--- src/qtd_pkg.sv ---
// shared types and constants of the quadtree image decoder
package qtd_pkg;

  // stream tag bytes
  localparam logic [7:0] TAG_NODE = 8'h4E;
  localparam logic [7:0] TAG_LEAF = 8'h48;

  // power-up width of the image, log2
  localparam logic [3:0] WIDTH_LOG2_RESET = 4'd8;

  // quadrant code of the last (bottom-right) child
  localparam logic [1:0] QUAD_LAST = 2'd3;

  // which byte of the stream comes next
  typedef enum logic [1:0] {
    PH_TAG   = 2'd0,
    PH_RED   = 2'd1,
    PH_GREEN = 2'd2,
    PH_BLUE  = 2'd3
  } qtd_phase_t;

  // sequencer states
  typedef enum logic {
    ST_IDLE = 1'b0,
    ST_POP  = 1'b1
  } qtd_state_t;

  // commands from the sequencer to the quadrant stack
  typedef struct packed {
    logic load;  // store the clamped depth
    logic push;  // open a new level with quadrant top-left
    logic pop;   // drop the finished top level
    logic bump;  // step the top level to its next quadrant
  } qtd_stk_ctl_t;

  // status from the quadrant stack
  typedef struct packed {
    logic empty;     // no level open
    logic top_last;  // top level sits on its last quadrant
  } qtd_stk_sts_t;

endpackage

--- src/qtd_stack.sv ---
// quadrant stack with depth counter and leaf position decode
module qtd_stack #(
  parameter int MAX_WIDTH_LOG2 = 10
) (
  input  logic                               clk,
  input  logic                               rst_n,
  input  logic [3:0]                         w_eff,
  input  qtd_pkg::qtd_stk_ctl_t              ctl,
  output logic [$clog2(MAX_WIDTH_LOG2+1)-1:0] eff_depth,
  output qtd_pkg::qtd_stk_sts_t              sts,
  output logic [9:0]                         pos_x,
  output logic [9:0]                         pos_y
);
  import qtd_pkg::*;

  localparam int DW = $clog2(MAX_WIDTH_LOG2 + 1);
  localparam int IW = (MAX_WIDTH_LOG2 > 1) ? $clog2(MAX_WIDTH_LOG2) : 1;

  logic [1:0]      stack_r [MAX_WIDTH_LOG2];
  logic [DW-1:0]   depth_r, depth_nxt;
  logic [DW-1:0]   w_d;
  logic [DW-1:0]   depth_m1;
  logic [1:0]      top_q;
  logic [MAX_WIDTH_LOG2+9:0] px_full, py_full;

  // depth clamped to the current image width
  assign w_d       = w_eff[DW-1:0];
  assign eff_depth = (depth_r > w_d) ? w_d : depth_r;

  // top of stack
  assign depth_m1 = depth_r - 1'b1;
  assign top_q    = stack_r[depth_m1[IW-1:0]];

  assign sts.empty    = (depth_r == '0);
  assign sts.top_last = (depth_r != '0) && (top_q == QUAD_LAST);

  // depth update
  always_comb begin
    depth_nxt = depth_r;
    if (ctl.push) begin
      depth_nxt = eff_depth + 1'b1;
    end else if (ctl.load) begin
      depth_nxt = eff_depth;
    end else if (ctl.pop) begin
      depth_nxt = depth_m1;
    end
  end

  always_ff @(posedge clk) begin
    if (!rst_n) begin
      depth_r <= '0;
    end else begin
      depth_r <= depth_nxt;
    end
  end

  // stack entries, only read below the depth
  always_ff @(posedge clk) begin
    if (ctl.push) begin
      stack_r[eff_depth[IW-1:0]] <= '0;
    end else if (ctl.bump) begin
      stack_r[depth_m1[IW-1:0]] <= top_q + 2'd1;
    end
  end

  // position: level l places its quadrant bits at w - l
  always_comb begin
    int j;
    px_full = '0;
    py_full = '0;
    for (int l = 1; l <= MAX_WIDTH_LOG2; l++) begin
      j = int'(w_eff) - l;
      if (l <= int'(eff_depth) && j >= 0) begin
        px_full[j] = stack_r[l-1][0];
        py_full[j] = stack_r[l-1][1];
      end
    end
  end

  assign pos_x = px_full[9:0];
  assign pos_y = py_full[9:0];

endmodule

--- src/quadtree_image_decoder_unit.sv ---
// top level of the quadtree image decoder
//
// Takes a preorder quadtree stream one byte per beat on in_code_byte
// (valid/ready) and emits one beat per leaf square on the out_ channel:
// position, log2 size and color, plus tree_done on the beat that closes the
// tree and depth_error for a node tag at the deepest level.
// cfg_we/cfg_wdata set log2 of the image width (reset 8, capped at
// MAX_WIDTH_LOG2); a write takes effect at the next byte.
// Node and leaf tags and color bytes need no further work. After a leaf's
// blue byte, an empty quadrant or a deepest-level node, the sequencer pops
// the finished levels off the quadrant stack, one per cycle, and then steps
// to its next quadrant; the beat shows on out_valid in the cycle after.
// The block takes no byte while popping, nor while a result beat waits
// on out_ready, so a stalled receiver holds off the input side.
// Reset (rst_n low, synchronous) returns to the root tag of a new tree
// with an empty stack and clears any pending result beat.
module quadtree_image_decoder_unit #(
  parameter int MAX_WIDTH_LOG2 = 10
) (
  input  logic       clk,
  input  logic       rst_n,
  input  logic       cfg_we,
  input  logic [3:0] cfg_wdata,
  input  logic       in_valid,
  output logic       in_ready,
  input  logic [7:0] in_code_byte,
  output logic       out_valid,
  input  logic       out_ready,
  output logic [9:0] out_pos_x,
  output logic [9:0] out_pos_y,
  output logic [3:0] out_size_log2,
  output logic [7:0] out_red,
  output logic [7:0] out_green,
  output logic [7:0] out_blue,
  output logic       out_tree_done,
  output logic       out_depth_error
);
  import qtd_pkg::*;

  localparam int DW = $clog2(MAX_WIDTH_LOG2 + 1);

  qtd_state_t   state_r, state_nxt;
  qtd_phase_t   phase_r, phase_nxt;
  logic [3:0]   width_log2_r;
  logic [3:0]   w_eff;
  logic [7:0]   red_hold_r, green_hold_r;
  logic         emit_r, emit_nxt;
  logic         out_valid_r, out_valid_nxt;
  logic         done_r, done_nxt;
  logic         capture;
  logic         capture_err;
  logic         accept;
  logic         at_bottom;
  logic [DW-1:0] eff_depth;
  logic [3:0]   eff_depth_ext;
  logic [9:0]   place_x, place_y;
  qtd_stk_ctl_t stk_ctl;
  qtd_stk_sts_t stk_sts;

  logic [9:0]   pos_x_r, pos_y_r;
  logic [3:0]   size_r;
  logic [7:0]   red_r, green_r, blue_r;
  logic         err_r;

  // configuration register
  always_ff @(posedge clk) begin
    if (!rst_n) begin
      width_log2_r <= WIDTH_LOG2_RESET;
    end else if (cfg_we) begin
      width_log2_r <= cfg_wdata;
    end
  end

  assign w_eff = (width_log2_r > 4'(MAX_WIDTH_LOG2)) ? 4'(MAX_WIDTH_LOG2) : width_log2_r;

  qtd_stack #(
    .MAX_WIDTH_LOG2(MAX_WIDTH_LOG2)
  ) u_stack (
    .clk       (clk),
    .rst_n     (rst_n),
    .w_eff     (w_eff),
    .ctl       (stk_ctl),
    .eff_depth (eff_depth),
    .sts       (stk_sts),
    .pos_x     (place_x),
    .pos_y     (place_y)
  );

  assign eff_depth_ext = 4'(eff_depth);
  assign at_bottom     = (eff_depth_ext >= w_eff);

  assign in_ready = (state_r == ST_IDLE) && (!out_valid_r || out_ready);
  assign accept   = in_valid && in_ready;

  // sequencer
  always_comb begin
    state_nxt     = state_r;
    phase_nxt     = phase_r;
    emit_nxt      = emit_r;
    out_valid_nxt = out_valid_r && !out_ready;
    done_nxt      = done_r;
    capture       = 1'b0;
    capture_err   = 1'b0;
    stk_ctl       = '0;
    case (state_r)
      ST_IDLE: begin
        if (accept) begin
          case (phase_r)
            PH_TAG: begin
              if (in_code_byte == TAG_NODE) begin
                if (at_bottom) begin
                  stk_ctl.load = 1'b1;
                  capture      = 1'b1;
                  capture_err  = 1'b1;
                  emit_nxt     = 1'b1;
                  state_nxt    = ST_POP;
                end else begin
                  stk_ctl.push = 1'b1;
                end
              end else if (in_code_byte == TAG_LEAF) begin
                stk_ctl.load = 1'b1;
                phase_nxt    = PH_RED;
              end else begin
                // empty quadrant
                stk_ctl.load = 1'b1;
                emit_nxt     = 1'b0;
                state_nxt    = ST_POP;
              end
            end
            PH_RED: begin
              stk_ctl.load = 1'b1;
              phase_nxt    = PH_GREEN;
            end
            PH_GREEN: begin
              stk_ctl.load = 1'b1;
              phase_nxt    = PH_BLUE;
            end
            PH_BLUE: begin
              stk_ctl.load = 1'b1;
              capture      = 1'b1;
              emit_nxt     = 1'b1;
              state_nxt    = ST_POP;
            end
            default: begin
              phase_nxt = PH_TAG;
            end
          endcase
        end
      end
      ST_POP: begin
        // one finished level per cycle, then step to the next quadrant
        if (stk_sts.top_last) begin
          stk_ctl.pop = 1'b1;
        end else begin
          stk_ctl.bump = !stk_sts.empty;
          phase_nxt    = PH_TAG;
          state_nxt    = ST_IDLE;
          if (emit_r) begin
            out_valid_nxt = 1'b1;
            done_nxt      = stk_sts.empty;
          end
        end
      end
      default: begin
        state_nxt = ST_IDLE;
      end
    endcase
  end

  // control registers
  always_ff @(posedge clk) begin
    if (!rst_n) begin
      state_r     <= ST_IDLE;
      phase_r     <= PH_TAG;
      emit_r      <= 1'b0;
      out_valid_r <= 1'b0;
    end else begin
      state_r     <= state_nxt;
      phase_r     <= phase_nxt;
      emit_r      <= emit_nxt;
      out_valid_r <= out_valid_nxt;
    end
  end

  // color holds and result payload
  always_ff @(posedge clk) begin
    done_r <= done_nxt;
    if (accept && phase_r == PH_RED) begin
      red_hold_r <= in_code_byte;
    end
    if (accept && phase_r == PH_GREEN) begin
      green_hold_r <= in_code_byte;
    end
    if (capture) begin
      pos_x_r <= place_x;
      pos_y_r <= place_y;
      err_r   <= capture_err;
      if (capture_err) begin
        size_r  <= '0;
        red_r   <= '0;
        green_r <= '0;
        blue_r  <= '0;
      end else begin
        size_r  <= w_eff - eff_depth_ext;
        red_r   <= red_hold_r;
        green_r <= green_hold_r;
        blue_r  <= in_code_byte;
      end
    end
  end

  assign out_valid       = out_valid_r;
  assign out_pos_x       = pos_x_r;
  assign out_pos_y       = pos_y_r;
  assign out_size_log2   = size_r;
  assign out_red         = red_r;
  assign out_green       = green_r;
  assign out_blue        = blue_r;
  assign out_tree_done   = done_r;
  assign out_depth_error = err_r;

endmodule

--- config.mk ---
export PLATFORM = sky130hd
export DESIGN_NAME = quadtree_image_decoder_unit
export DESIGN_NICKNAME = d
export VERILOG_FILES = /design/src/qtd_pkg.sv /design/src/qtd_stack.sv /design/src/quadtree_image_decoder_unit.sv
export SDC_FILE = /design/constraint.sdc
export NUM_CORES = 1
export LEC_CHECK = 0
export BUFFER_PORTS_ARGS = -buffer_cell sky130_fd_sc_hd__buf_2
export CORE_MARGIN = 3
export CORE_UTILIZATION = 55
export DETAILED_ROUTE_END_ITERATION = 7
export GPL_TIMING_DRIVEN = 0
export PLACE_DENSITY_LB_ADDON = 0.15
export SYNTH_ARGS = -nofsm -noshare
export SYNTH_HDL_FRONTEND = slang
export SYNTH_HIERARCHICAL = 1
export SYNTH_SLANG_ARGS = --single-unit
--- constraint.sdc ---
create_clock -name clk -period 8.5 [get_ports clk]
set_input_delay 1.7 -clock clk [delete_from_list [all_inputs] [get_ports clk]]
set_output_delay 1.7 -clock clk [all_outputs]
set_load 0.01 [all_outputs]
==> results.ini, run 1 <==
[sta]
setup_ws_ns = 2.349
fin_tns_setup_ns = 0
skew_ns = 0.007286
hold_ws_ns = 0.5150
fin_crit_sh_pct = 72.36
relSlewSlack_pct = 16.93
report.final.hold_viol_count = 0
min_period_ns = 6.151
final_max_slew_viol_count = 0
tightest_slew_ns = 1.242
setup_viol = 0
timing.fmax_ghz = 0.1626
rsz0062_at_grt = false

[synthesis]
synth_edf_count = 98
synth_ff_type = edfxtp_1
synthArstFlopShare_pct = 0
syn_nets = 851
syn-cell-area_um2 = 7684
yosysWarnings = 6
yosysTopAreaCell = edfxtp_1
synth_area_per_cell_um2 = 9.474
synth_area_leaders = edfxtp_1 (38%), nor2_1 (4.7%), ha_1 (3.6%)
syn_inst = 811
post-synth-top-area-fraction_pct = 38.30
synth-seq-cells = 111
ys_seq_area_share_pct = 41.69
synth_cell_types = 95

[final_layout]
diodes = 0
drive_gt1_share_pct = 16.31
fin_nets = 930
syn2layout_area_growth_pct = 12.20
fin_area_um2 = 8621
fill_cells = 1084

[worst_setup_path]
path_buf_inv = 4
arrival_ns = 6.21
endpoint_kind = flop
cpPeakStageDelay_ns = 0.75
cp.required_ns = 8.56
critical-path-slowest-cell = nor2b_1
cp_top_family = simple AND/OR/NAND/NOR gates
critPathLaunchType = flop
path_cells = nor2b_1, inv_2, ha_1, and4_1, a21oi_2, buf_4, o21ai_0, inv_1, ha_1, nand4_1, nand3_1, nor3_1, nor2b_1, clkbuf_1, o21ai_0, nand2_1, nor2_1
critPathKind = flop to flop
path_max_fanout = 11

[drt]
vias_per_cell = 7.255
drt_pass1_iterations = 8
wl_per_cell_um = 27.75
drt_wl_total_um = 29720
drtIter0Drc = 1695
drcViolationCount = 0
drtAntennaViolNets = 0
vias = 7770

[cts]
cts-root-buf = clkbuf_16
post_cts_buffers = 0
worstSkewPairLatency_ns = 0.37
cts_tree = built
cts_buffers = 9
holdBufCountCts = 0
cts_resized = 0
htreeDepth = 3
clock_sinks = 111
cts.clk_slew.worst_paths_ns = 0.08
cts_buffer_depth = 2

[grt]
antenna_found_initial = 0
grt-ovfl-total = 0
grt_pass1_wl_um = 44270
grt_max_degree = 43
grt_usage_pct = 39.70
grt_pass1_vias = 7471

[power]
p_leak_nw = 3.043
ir_worst_vdd_mv = 0.1545
p_per_area_nw_per_um2 = 190.3

[die]
die_h_um = 124.2
die_w_um = 124.2
start_util_pct = 57.11
num_rows = 42
core_area_um2 = 13450
io_pins = 69
die_area_um2 = 15420

[place]
dp_slack_ns = 2.636
port_buffers = 67
dpl_cell_area_um2 = 8260
gp_congestion = 1.172
dp_hpwl_um = 21870

[worst_hold_path]
min_path_type = flop to flop

[flow_run]
maxCapViolCount = 0

[outcome]
outcome = completed

## metrics by stage
stage | util (%) | power, W | instances
final | 64.08 | 0.001641 | 1071
after floorplan | - | 0.0009501 | 811
after CTS | 64.08 | 0.001612 | 1071
after detailed placement | 61.40 | 0.001107 | 1055
after global placement | 61.24 | 0.001100 | 1054
after global routing | 64.08 | 0.001682 | 1071
## tightest hold or removal path, cell delays in order, from the launching register on
cell,delay (ns)
dfxtp_1,0.31
inv_1,0.08
a221oi_1,0.08
## logic make-up (layout without fill, tap and decap cells)
kind of cell | Yosys count | count (layout) | share of synthesized area (%)
xor gates and xnor gates | 11 | 11 | 1.254
adders and majority gates | 23 | 23 | 3.843
AOI/OAI and AO/OA | 215 | 215 | 21.38
muxes | 20 | 20 | 4.283
and+or+nand+nor | 345 | 345 | 22.86
buffers and inverters | 86 | 170 | 4.690
DFF | 111 | 111 | 41.69
## power breakdown
group,internal [W],leakage [nW],switching [W]
Clock,0.000295,0.175,0.000214
Combinational,0.000155,1.87,0.000364
Sequential,0.000607,1.00,0.00000559
Total,0.00106,3.04,0.000584
## path summary, 6_finish.rpt
kind	start	endpoint	slack, ns	cells after the start
max	width_log2_r[2]$_SDFFE_PN0P_	u_stack/stack_r[1][0]$_DFFE_PP_	2.35	17
max reg2reg	width_log2_r[2]$_SDFFE_PN0P_	u_stack/stack_r[1][0]$_DFFE_PP_	2.35	17
min	emit_r$_SDFFE_PN0P_	emit_r$_SDFFE_PN0P_	0.52	2
min reg2reg	emit_r$_SDFFE_PN0P_	emit_r$_SDFFE_PN0P_	0.52	2
## cell type report
cell class | instances | area (µm²) | area share, %
buffer | 52 | 232.7 | 2.700
clock buffer | 9 | 225.2 | 2.612
clock inverter | 7 | 135.1 | 1.567
inverter | 34 | 127.6 | 1.480
multi-input combinational | 614 | 4121 | 47.81
sequential | 111 | 3203 | 37.16
tap | 176 | 220.2 | 2.554
timing repair buffer | 68 | 355.3 | 4.122
## state kept, by name (all words and copies together), names as in the netlist
name,count
emit_r,1
green_hold_r,8
out_blue,8
out_depth_error,1
out_green,8
out_pos_x,10
out_pos_y,10
out_red,8
out_size_log2,4
out_tree_done,1
out_valid,1
phase_r,2
red_hold_r,8
state_r,1
u_stack/depth_r,4
u_stack/stack_r,32
width_log2_r,4
## cells in the final DEF, fill, tap and decap left out, drive strengths merged, types with 10 or more instances in the layout
cell / count
and3: 15
ha: 22
a21oi: 37
and2: 10
xnor2: 10
a31oi: 13
nand4: 17
nor2: 99
o21ai: 32
a211oi: 11
nand2: 68
o211ai: 12
nor3: 25
mux2i: 10
edfxtp: 98
o22ai: 10
inv: 36
clkbuf: 39
mux4: 10
nor2b: 32
dfxtp: 13
buf: 90
nand3: 44
## synth_stat cells, types with 6 or more instances
cell       n
a211oi_1  11
a21oi_1   36
a22o_1     9
a31oi_1   13
a32oi_1    7
and2_1    10
and3_1    15
buf_1      6
buf_2     12
clkbuf_1  30
dfxtp_1   13
edfxtp_1  98
ha_1      22
inv_1     31
mux2i_1    9
mux4_2    10
nand2_1   67
nand2b_1   9
nand3_1   44
nand4_1   16
nor2_1    97
nor2b_1   31
nor3_1    22
o211ai_1   8
o21ai_0   27
o221ai_1   6
o22ai_1   10
or3_1      6
xnor2_1   10
## per-layer routing
| metal | part of all wire [%] | global-route usage (%) | wire length (µm) |
|---|---|---|---|
| met5 | 0 | 0 | 0 |
| met4 | 6.4 | 22.31 | 1897 |
| met3 | 14 | 12.44 | 4183 |
| met2 | 44 | 59.80 | 13010 |
| met1 | 36 | 50.77 | 10630 |
No activity file was read; power rests on OpenSTA's default activity.
==> run 2: changes to the inputs <==
--- a/config.mk
+++ b/config.mk
@@ -5,6 +5,7 @@
 export SDC_FILE = /design/constraint.sdc
 export NUM_CORES = 1
 export LEC_CHECK = 0
+export ABC_AREA = 1
 export BUFFER_PORTS_ARGS = -buffer_cell sky130_fd_sc_hd__buf_2
 export CORE_MARGIN = 3
 export CORE_UTILIZATION = 55
==> constraint.sdc (replaced) <==
create_clock -name clk -period 6.4 [get_ports clk]
set_input_delay 1.28 -clock clk [delete_from_list [all_inputs] [get_ports clk]]
set_output_delay 1.28 -clock clk [all_outputs]
set_load 0.01 [all_outputs]
==> results.ini, run 2 <==
[outcome]
outcome = completed

[synthesis]
yosysWarnings = 6
synth_area_leaders = edfxtp_1 (35%), nand2_1 (13%), inv_1 (9.6%)
synth_edf_count = 98
syn_nets = 1265
synthArstFlopShare_pct = 0
synth-seq-cells = 111
ys_seq_area_share_pct = 38.06
syn_inst = 1225
synth_ff_type = edfxtp_1
post-synth-top-count-cell = nand2_1
synth_area_per_cell_um2 = 6.871
ys_top_cells_by_count = nand2_1 (299), inv_1 (215), nor2_1 (151)
synth_cell_types = 46
yosysTopAreaCell = edfxtp_1
post-synth-top-area-fraction_pct = 34.96
syn-cell-area_um2 = 8417

[sta]
fin_tns_setup_ns = 0
rsz0062_at_grt = false
final_max_slew_viol_count = 0
report.final.hold_viol_count = 0
relSlewSlack_pct = 35.02
timing.fmax_ghz = 0.1946
tightest_slew_ns = 0.9712
setup_viol = 0
skew_ns = 0.01085
hold_ws_ns = 0.4768
min_period_ns = 5.138
fin_crit_sh_pct = 80.29

[worst_setup_path]
r2r_slack_ns = 1.26
rr_endpoint = u_stack/stack_r[7][1]$_DFFE_PP_
critPathLaunchType = flop
rr_worst_depth = 26
endpoint_kind = flop
rr_startpoint = width_log2_r[0]$_SDFFE_PN0P_
path_max_fanout = 9
critPathKind = flop to flop
cp.required_ns = 6.46
arrival_ns = 5.20

[place]
gp_congestion = 0.9884
port_buffers = 68
dp_hpwl_um = 19580

[power]
combinationalPowerShare_pct = 52.5
sw_frac_of_total_pct = 48.48
p_per_area_nw_per_um2 = 339.2
clockPowerShare_pct = 18.8
p_leak_nw = 4.310
p_int_w = 0.001639
pwr-share-seq_pct = 28.7
ir_worst_vdd_mv = 0.2271
power_switching_w = 0.001543

[drt]
drtAntennaViolNets = 0
vias_per_cell = 5.482
drtIter0Drc = 825
vias = 8195
drcViolationCount = 0
drt_pass1_iterations = 7
drt_wl_total_um = 25480
wl_per_cell_um = 17.04

[die]
io_pins = 69
die_area_um2 = 16820
start_util_pct = 57.05
num_rows = 44
core_area_um2 = 14750
die_w_um = 129.7
die_h_um = 129.7

[grt]
antenna_found_initial = 0
grt-ovfl-total = 0
grt_pass1_vias = 7216
grt_max_degree = 25
grt_usage_pct = 30.41
grt_pass1_wl_um = 38930

[final_layout]
layout_common_cells = nand2_1 (299), inv_1 (215), nor2_1 (151)
fill_cells = 1351
regArea_um2 = 3203
layout_commonest_cell = nand2_1
multi_input_area_um2 = 4177
largest_reg_flops = 32
drive_gt1_share_pct = 12.20
syn2layout_area_growth_pct = 11.45
fin_nets = 1346
diodes = 0

[cts]
cts_buffer_depth = 2
cts.clk_slew.worst_paths_ns = 0.09
cts-root-buf = clkbuf_16
cts_tree = built
holdBufCountCts = 0
post_cts_buffers = 0
cts_resized = 0
htreeDepth = 3
cts_buffers = 9
clock_sinks = 111
worstSkewPairLatency_ns = 0.36

[worst_hold_path]
hold_end = width_log2_r[1]$_SDFFE_PN0P_
min_path_type = flop to flop
min_from = width_log2_r[1]$_SDFFE_PN0P_
min_path_cells = 2

[flow_run]
maxCapViolCount = 0

run 2: changes by cell type after synthesis, moves of 13 or more:
cell     delta
a21oi_1    +26
nor2b_1    -31
nand2_1   +232
nand4_1    +13
and3_1     -15
o21ai_0    +60
nand2_2    +16
nor2_1     +54
inv_1     +184
nand3_1    +42
run 2: final cells by class:
type | instances | share of cell area [%]
tap | 184 | 2.454
multi-input combinational | 846 | 44.52
clock buffer | 9 | 2.401
inverter | 232 | 9.284
clock inverter | 7 | 1.080
sequential | 111 | 34.15
timing repair buffer | 70 | 4.215
buffer | 36 | 1.894
run 2: power by group through the flow:
stage | clock network [W] | logic, W | registers, W
after CTS | 0.000610 | 0.00163 | 0.000912
after global placement | 0 | 0.00160 | 0.000928
after detailed placement | 0 | 0.00162 | 0.000928
after floorplan | 0 | 0.00121 | 0.000921
after global routing | 0.000634 | 0.00186 | 0.000917
final | 0.000598 | 0.00167 | 0.000913
run 2: metal layers:
metal | share of wire (%) | GRT usage [%] | vias to the layer above
met5 | 0 | 0 | -
met4 | 3.4 | 12.16 | 0
met1 | 43 | 42.19 | 3679
met2 | 44 | 47.41 | 359
li1 | - | - | 4090
met3 | 9.1 | 5.526 | 67
run 2: cell families after synthesis:
group | count (synthesis) | share of synthesized area, %
AO/OA/AOI/OAI | 180 | 11.52
XOR/XNOR | 8 | 0.9217
adder cells (fa/ha/maj) | 23 | 3.508
buffers and inverters | 268 | 12.46
flip-flops | 111 | 38.06
AND/OR/NAND/NOR | 635 | 33.54
run 2: critical path: stages, from the launching register on:
cell	delay, ns
dfxtp_1	0.34
nand2_1	0.06
inv_1	0.03
o21ai_0	0.19
nand2_1	0.24
buf_2	0.26
inv_1	0.21
ha_1	0.29
nand2_1	0.07
nand2_1	0.04
nand2_1	0.09
nand2_4	0.09
nand2_4	0.11
nand2_1	0.06
nand2_1	0.23
inv_1	0.14
fa_1	0.47
inv_1	0.09
nor2_2	0.06
o21bai_4	0.19
nor3_1	0.07
clkbuf_1	0.22
nor2_1	0.28
inv_1	0.15
o21ai_0	0.42
nand2_1	0.19
nor2_1	0.24
run 2: worst max-delay path by stage:
stage / startpoint / end / slack, ns / depth (start not counted)
3_5_place_dp: width_log2_r[0]$_SDFFE_PN0P_ / u_stack/stack_r[7][1]$_DFFE_PP_ / 1.34 / 26
5_1_grt: u_stack/depth_r[0]$_SDFFE_PN0P_ / u_stack/stack_r[7][0]$_DFFE_PP_ / 0.71 / 22
3_3_place_gp: width_log2_r[3]$_SDFFE_PN1P_ / out_pos_x[1]$_DFFE_PP_ / 0.14 / 19
4_1_cts: width_log2_r[0]$_SDFFE_PN0P_ / u_stack/stack_r[7][1]$_DFFE_PP_ / 1.29 / 26
2_1_floorplan: width_log2_r[0]$_SDFFE_PN0P_ / out_blue[0]$_SDFFCE_PP0P_ / 1.22 / 22
6_report: width_log2_r[0]$_SDFFE_PN0P_ / u_stack/stack_r[7][1]$_DFFE_PP_ / 1.26 / 26
run 2: stage by stage:
stage / utilization [%] / cell area, µm² / setup WS (ns) / instances / total power (W)
after CTS: 63.58 / 9380 / 1.292 / 1495 / 0.003154
after global placement: 60.95 / 8992 / 0.1352 / 1477 / 0.002525
final: 63.58 / 9380 / 1.262 / 1495 / 0.003182
after detailed placement: 61.36 / 9054 / 1.335 / 1479 / 0.002553
after floorplan: - / 8422 / 1.216 / 1225 / 0.002127
after global routing: 63.58 / 9380 / 0.7122 / 1495 / 0.003414
==> run 3: changes to the inputs <==
==> constraint.sdc (replaced) <==
create_clock -name clk -period 4.9 [get_ports clk]
set_input_delay 0.98 -clock clk [delete_from_list [all_inputs] [get_ports clk]]
set_output_delay 0.98 -clock clk [all_outputs]
set_load 0.01 [all_outputs]
==> results.ini, run 3 (synthesis gave the netlist of run 2 again) <==
[power]
totalPowerFinal_w = 0.004212
p_per_area_nw_per_um2 = 446.5
ir_worst_vdd_mv = 0.3705
p_leak_nw = 4.316

[sta]
report.final.hold_viol_count = 0
fin_tns_setup_ns = 0
tightest_slew_ns = 0.8907
min_period_ns = 4.615
setup_viol = 0
fin_crit_sh_pct = 94.19
skew_ns = 0.01285
relSlewSlack_pct = 40.40
final_max_slew_viol_count = 0
timing.fmax_ghz = 0.2167
rsz0062_at_grt = false

[drt]
drt_pass1_iterations = 6
vias = 8285
vias_per_cell = 5.549
drcViolationCount = 0
drt_wl_total_um = 25270
wl_per_cell_um = 16.93
drtAntennaViolNets = 0
drtIter0Drc = 825

[die]
start_util_pct = 57.05
die_area_um2 = 16820
die_h_um = 129.7
die_w_um = 129.7
core_area_um2 = 14750
io_pins = 69
num_rows = 44

[worst_setup_path]
arrival_ns = 4.69
critPathLaunchType = flop
rr_startpoint = width_log2_r[3]$_SDFFE_PN1P_
endpoint_kind = flop
path_max_fanout = 10
critPathKind = flop to flop
cp.required_ns = 4.97
rr_worst_depth = 25
r2r_slack_ns = 0.28
rr_endpoint = u_stack/stack_r[0][1]$_DFFE_PP_

[final_layout]
instances_no_fill = 1493
fin_nets = 1344
final_core_util_pct = 63.94
regArea_um2 = 3203
fin_area_um2 = 9434
layout_common_cells = nand2_1 (297), inv_1 (214), nor2_1 (142)
fill_cells = 1365
layout_commonest_cell = nand2_1
drive_gt1_share_pct = 13.75
syn2layout_area_growth_pct = 12.09
largest_reg_flops = 32
multi_input_area_um2 = 4247
diodes = 0

[grt]
grt_pass1_wl_um = 38800
grt_max_degree = 25
grt_usage_pct = 30.28
grt-ovfl-total = 0
antenna_found_initial = 0
grt_pass1_vias = 7024

[worst_hold_path]
min_from = width_log2_r[2]$_SDFFE_PN0P_
min_path_cells = 2
hold_end = width_log2_r[2]$_SDFFE_PN0P_
min_path_type = flop to flop

[cts]
cts_tree = built
clock_sinks = 111
holdBufCountCts = 0
cts-root-buf = clkbuf_16
post_cts_buffers = 0
cts_resized = 7
cts_buffer_depth = 2
htreeDepth = 3
worstSkewPairLatency_ns = 0.37
cts.clk_slew.worst_paths_ns = 0.09
cts_buffers = 9

[place]
dp_hpwl_um = 19490
port_buffers = 68
dpl_cell_area_um2 = 9041
gp_congestion = 1.034
placedCellCount = 1479

[flow_run]
maxCapViolCount = 0

[outcome]
outcome = completed

run 3: cell count changes in the layout (fill, tap and decap cells not counted), sizes merged:
| cell | before | now |
|---|---|---|
| clkinv | 12 | 11 |
| clkinvlp | 0 | 1 |
| clkbuf | 30 | 28 |
run 3: critical path, cell delays in order, from the launching register on:
cell      delay [ns]
dfxtp_1         0.42
clkbuf_1        0.18
buf_4           0.22
inv_1           0.11
buf_4           0.21
ha_1            0.35
nand2_1         0.08
inv_2           0.06
nand3_2         0.16
nand2_4         0.16
nand2_1         0.07
nand2_2         0.17
ha_1            0.17
inv_1           0.06
fa_1            0.39
inv_1           0.08
nor2_2          0.05
o21bai_4        0.22
nor3_4          0.11
nor2_4          0.16
inv_1           0.14
nand2_1         0.12
o21ai_2         0.08
nor2_1          0.14
nand2_1         0.18
nor2_2          0.19
run 3: how the worst max path moves through the flow:
stage,start,endpoint,cells past startpoint
after floorplan,width_log2_r[0]$_SDFFE_PN0P_,out_blue[0]$_SDFFCE_PP0P_,22
after global placement,width_log2_r[0]$_SDFFE_PN0P_,out_pos_x[1]$_DFFE_PP_,21
after detailed placement,width_log2_r[0]$_SDFFE_PN0P_,u_stack/stack_r[6][0]$_DFFE_PP_,26
after CTS,width_log2_r[0]$_SDFFE_PN0P_,u_stack/stack_r[0][0]$_DFFE_PP_,28
after global routing,u_stack/depth_r[0]$_SDFFE_PN0P_,u_stack/stack_r[3][1]$_DFFE_PP_,21
final,width_log2_r[3]$_SDFFE_PN1P_,u_stack/stack_r[0][1]$_DFFE_PP_,25
run 3: cell type report:
class	count	area share (%)
multi-input combinational	846	45.01
sequential	111	33.95
inverter	232	9.271
timing repair buffer	70	4.058
tap	184	2.440
clock buffer	9	2.387
buffer	34	1.804
clock inverter	7	1.074
run 3: report_power, final:
group	total (W)	switching, W	leakage [nW]	internal, W
Clock	0.000782	0.000404	0.157	0.000378
Combinational	0.00224	0.00160	3.16	0.000635
Sequential	0.00119	0.0000452	1.00	0.00115
Total	0.00421	0.00205	4.32	0.00216
run 3: through the flow:
| stage | setup slack, ns | hold slack (ns) |
|---|---|---|
| after floorplan | 0.4384 | 0.4418 |
| after detailed placement | -0.1453 | 0.4649 |
| after global routing | 0.01972 | 0.5031 |
| after global placement | -0.3781 | 0.4577 |
| after CTS | 0.01328 | 0.4776 |
| final | 0.2849 | 0.4728 |
run 3: metal layers:
metal	vias to the layer above	GRT usage, %	wire [µm]
li1	4094	-	-
met1	3747	42.79	10920
met2	387	47.71	11400
met3	57	5.321	2264
met4	0	9.535	679
met5	-	0	0
